$ cat config.mk
export PLATFORM = sky130hd
export DESIGN_NAME = bpm_ram
export DESIGN_NICKNAME = d
export VERILOG_FILES = /design/src/rtl/bpm_ram.sv
export SDC_FILE = /design/constraint.sdc
export NUM_CORES = 2
export LEC_CHECK = 0
export ABC_AREA = 1
export BUFFER_PORTS_ARGS = -buffer_cell sky130_fd_sc_hd__buf_2
export CORE_UTILIZATION = 40
export DETAILED_ROUTE_END_ITERATION = 8
export PLACE_DENSITY_LB_ADDON = 0.3
export SLEW_MARGIN = 5
export SYNTH_ARGS = -nofsm -noshare
export SYNTH_HDL_FRONTEND = slang
export SYNTH_SLANG_ARGS = --single-unit
$ cat constraint.sdc
create_clock -name clk -period 2 [get_ports clk]
set_clock_uncertainty 0.1 [all_clocks]
set_input_delay 0.2 -clock clk [delete_from_list [all_inputs] [get_ports clk]]
set_output_delay 0.2 -clock clk [all_outputs]
set_load 0.03 [all_outputs]
$ cat src/rtl/bpm_ram.sv
`timescale 1ns / 1ps
module bpm_ram #(
  parameter int Width = 8,
  parameter int Depth = 256
) (
  input  logic                     clk,
  input  logic                     we,
  input  logic [$clog2(Depth)-1:0] waddr,
  input  logic [Width-1:0]         wdata,
  input  logic [$clog2(Depth)-1:0] raddr,
  output logic [Width-1:0]         rdata
);
  logic [Width-1:0] mem [Depth];
  always_ff @(posedge clk) begin
    if (we) mem[waddr] <= wdata;
    rdata <= mem[raddr];
  end
endmodule

==> results summary <==
TritonCTS built the clock tree. The fraction of power spent switching nets came out at 22.9%. The worst slew margin relative to its limit came out at between 10% and 20%. The combined area of all synthesized cells came out at 83400 sq um.

STA puts the critical path data required time at 2.70 ns. The synthesized netlist net count came out at 7029. The total setup violations reported at the end of the flow came out at 0.

The placement row count is 167. The overall power came out at 92200 uW. STA puts the critical path data arrival time at 2.66 ns. The estimated wirelength of the detail-placed design is 152000 um. In the final layout, flip-flops and latches occupy 61700 sq um. Pin placement for this block handled 34 I/O pins. The cell area reported after detailed placement came out at 92100 sq um.

For this run, the detailed router's first-pass iteration total came to 7. The clock insertion delay at the later pin of the skew report came out at 0.88 ns. The first global-routing pass estimated about 360000 um of wire.

The initial standard-cell utilization of the core is 40.3%. The final route contains 56856 vias. The count of state elements after synthesis is 2056.

The final weighted congestion in routability-driven placement is 0.923. The areal power density over the cells is roughly 930 nW/um^2. The maximum vdd ir drop is 0.967 mV. The total buffers and inverters traversed by the critical path came out at 3. The final count of pins violating max slew was 0.

The max-cap check violation count came out at 0. The post-synthesis sequential area ratio is 73.9%. The number of remaining DRC errors is 0. The region available for standard cell placement spans 207000 sq um. Of the cells placed in the final design, the portion with a size suffix greater than 1 is 13.9%. The number of global-route vias before repair came out at 54653. The violation count after the first detailed-routing iteration came out at approximately 6900. In this run the number of cells on the critical path is 7.

The startpoint of the worst register-to-register path is mem[177][7]. The final global-route overflow total came out at 0. The part of the total power dissipated in sequential elements came out at about half. Setup repair after global routing left no endpoint under its margin. The initial antenna violation count is 9. The mean routed wirelength per cell came out at 23.3 um. Tracing the worst setup path back leads to its startpoint at raddr[6]. The all-layer global routing usage is a little under a quarter.

Internal power comes to between 70000 and 80000 uW. The largest net degree at the start of global routing came out at 89. The setup path with the least slack is of type input pin to flop.

The proportion of power drawn by combinational gates came out at 6.9%. The part of the cycle the worst path needs came out at 98.3%. The critical path goes through dlygate4sd3_1 -> buf_2 -> inv_1 -> nand3_1 -> nand2_1 -> nand2_1 -> nand2_1.

The worst reg-to-reg setup slack is 0.06 ns. The commonest non-fill, non-tap cell in the layout is sky130_fd_sc_hd__nand2_1. The vias per cell is 5.44. The share of total power in the clock network came out at 41.5%.

On the worst path, the slowest cell contributes a delay of slightly below 0.9 ns. The switching power of the nets came out at 21100 uW. The number of nets in the layout came out at 7511.

The depth of the worst register-to-register path is 10. The static leakage power is between 0.03 and 0.04 uW. The area of the die came out at 210000 sq um. The capture point of the worst path is rdata[7].

A synthesized cell averages 11.9 sq um. The path class of the tightest hold or removal check is input pin to flop. The clock buffer count from CTS is 208. The vertical die dimension is 459 um.

The H-tree generated during clock tree synthesis spans 4 levels. The number of buffers added on ports is 33. After detailed routing, the total wire length is 244000 um.

The number of setup buffers added after CTS is 0. In the layout the commonest cells are sky130_fd_sc_hd__nand2_1 (2116), sky130_fd_sc_hd__edfxtp_1 (2048), sky130_fd_sc_hd__nand3_1 (2008). CTS saw 2056 sinks.

The peak clock frequency supported by timing came out at 509 MHz. The layout-stage area growth over the synthesis result came out at 18.7%. The number of hold violations in the final report is 0. The worst setup path is captured at a flop. The post-synthesis compound-gate area fraction came out at 0%. The actual slew at the worst max-slew pin came out at 1.23 ns. The cell area after layout is 99000 sq um. Along the worst path, the maximum fanout reaches 16. The kind of start point of the critical path is an input pin.

The root buffer cell is sky130_fd_sc_hd__clkbuf_16. The area of the multi-input gates came out at between 15000 and 20000 sq um. Among the stages of the critical path, the cell type that occurs most often is sky130_fd_sc_hd__nand2_1. The dominant combinational cell family by area after synthesis is simple AND/OR/NAND/NOR gates. The number of non-filler instances in the completed layout is 10450. The cell family contributing the most delay on the critical path is buffers and inverters. The maximum count of clock buffers along a single path is 3. The number of synthesis warnings came out at 0.

The layout has around 18000 filler cells. The number of standard cells after synthesis is 7003. In this run the critical register-to-register path is captured at rdata[7]. The width of the die came out at 459 um. The detail route stage leaves a number of antenna-violating nets equal to 0. The number of different library cells in the post-synthesis netlist is 14. The flow ran to the end, and the final reports show no timing, DRC or antenna violations. For the finished layout, the period the worst path requires is 1.97 ns. Of the total synthesized cell area, the portion taken by full adders, half adders and majority gates is 0%.

The cell type of the slowest stage on the worst timing path is sky130_fd_sc_hd__inv_1. The portion of synthesized area spent on multiplexers is 0%. The area fraction in and, or, nand and nor cells after synthesis is 22.9%. The number of instances in the placed design is 10051. The CTS clock-pin slew for the worst setup and hold paths is 0.06 ns. The fraction of synthesized cell area in xor and xnor cells came out at 0%.
==> routing by layer <==
metal  wire, um  global-route usage (%)  up-vias
li1           -                       -    25855
met1      98800                    31.1    28113
met2     116000                    37.3     2442
met3      19600                    3.87      442
met4       8840                    8.44        4
met5         27                       0        -
==> sequential cells by signal, indices dropped and copies added (netlist names) <==
name,cells
mem,2048
rdata,8
==> metrics by stage <==
| stage | setup slack (ns) | utilization (%) | hold WS [ns] | TNS [ns] |
|---|---|---|---|---|
| CTS | 0.00742 | 47.8 | 0.00800 | 0 |
| detailed placement | -0.662 | 44.5 | 0.430 | -4.43 |
| finish | 0.0347 | 47.8 | 0.0342 | 0 |
| floorplan | 0.209 | - | 0.199 | 0 |
| global placement | -0.641 | 44.5 | 0.437 | -4.42 |
| global route | 0.00912 | 47.8 | 0.0201 | 0 |
==> tightest hold or removal path: stages <==
cell                      delay [ns]
sky130_fd_sc_hd__buf_2          0.23
sky130_fd_sc_hd__nand3_1        0.23
sky130_fd_sc_hd__nand3_1        0.09
sky130_fd_sc_hd__nand2_1        0.09
sky130_fd_sc_hd__nand2_1        0.05
sky130_fd_sc_hd__nand2_1        0.06
==> Yosys cell counts (all sizes together) <==
library cell	number	area, sq um
edfxtp	2048	61500
nand3	2019	10100
nand2	2123	7970
nor2	283	1060
clkbuf	112	420
dfxtp	8	160
buf	371	2030
inv	39	149
==> kinds of logic after synthesis <==
group / Yosys count
buf+inv: 522
flops: 2056
simple gates: 4425
==> timing repair <==
action                                  4_1_cts  5_1_grt
hold endpoints to repair                   2029        0
gates cloned                                  0        0
gates resized for setup                       5       10
hold buffers                                 12        0
endpoints found under the setup margin        4      114
==> power by group through the flow <==
stage / clock, uW / sequential [uW] / combinational [uW]
after global placement: 0 / 48500 / 6280
after CTS: 38800 / 47600 / 6380
after detailed placement: 0 / 48500 / 6330
after global routing: 40400 / 47500 / 6850
final: 38300 / 47600 / 6410
after floorplan: 0 / 48500 / 2930
==> cell type report <==
type | instances | area share (%)
timing repair buffer | 755 | 7.82
sequential | 2056 | 62.3
clock inverter | 118 | 1.18
tap | 2788 | 3.52
clock buffer | 265 | 5.59
multi-input combinational | 4425 | 19.4
antenna | 4 | 0.0101
inverter | 39 | 0.182
==> how the worst min path moves through the flow <==
stage | end | cells after the start | startpoint
2_1_floorplan | mem[0][0] | 0 | wdata[0]
3_3_place_gp | mem[94][2] | 1 | wdata[2]
3_5_place_dp | mem[95][2] | 1 | wdata[2]
4_1_cts | rdata[7] | 6 | raddr[5]
5_1_grt | rdata[7] | 6 | raddr[5]
6_report | rdata[7] | 6 | raddr[5]
Power figures use the tool's default switching activity.
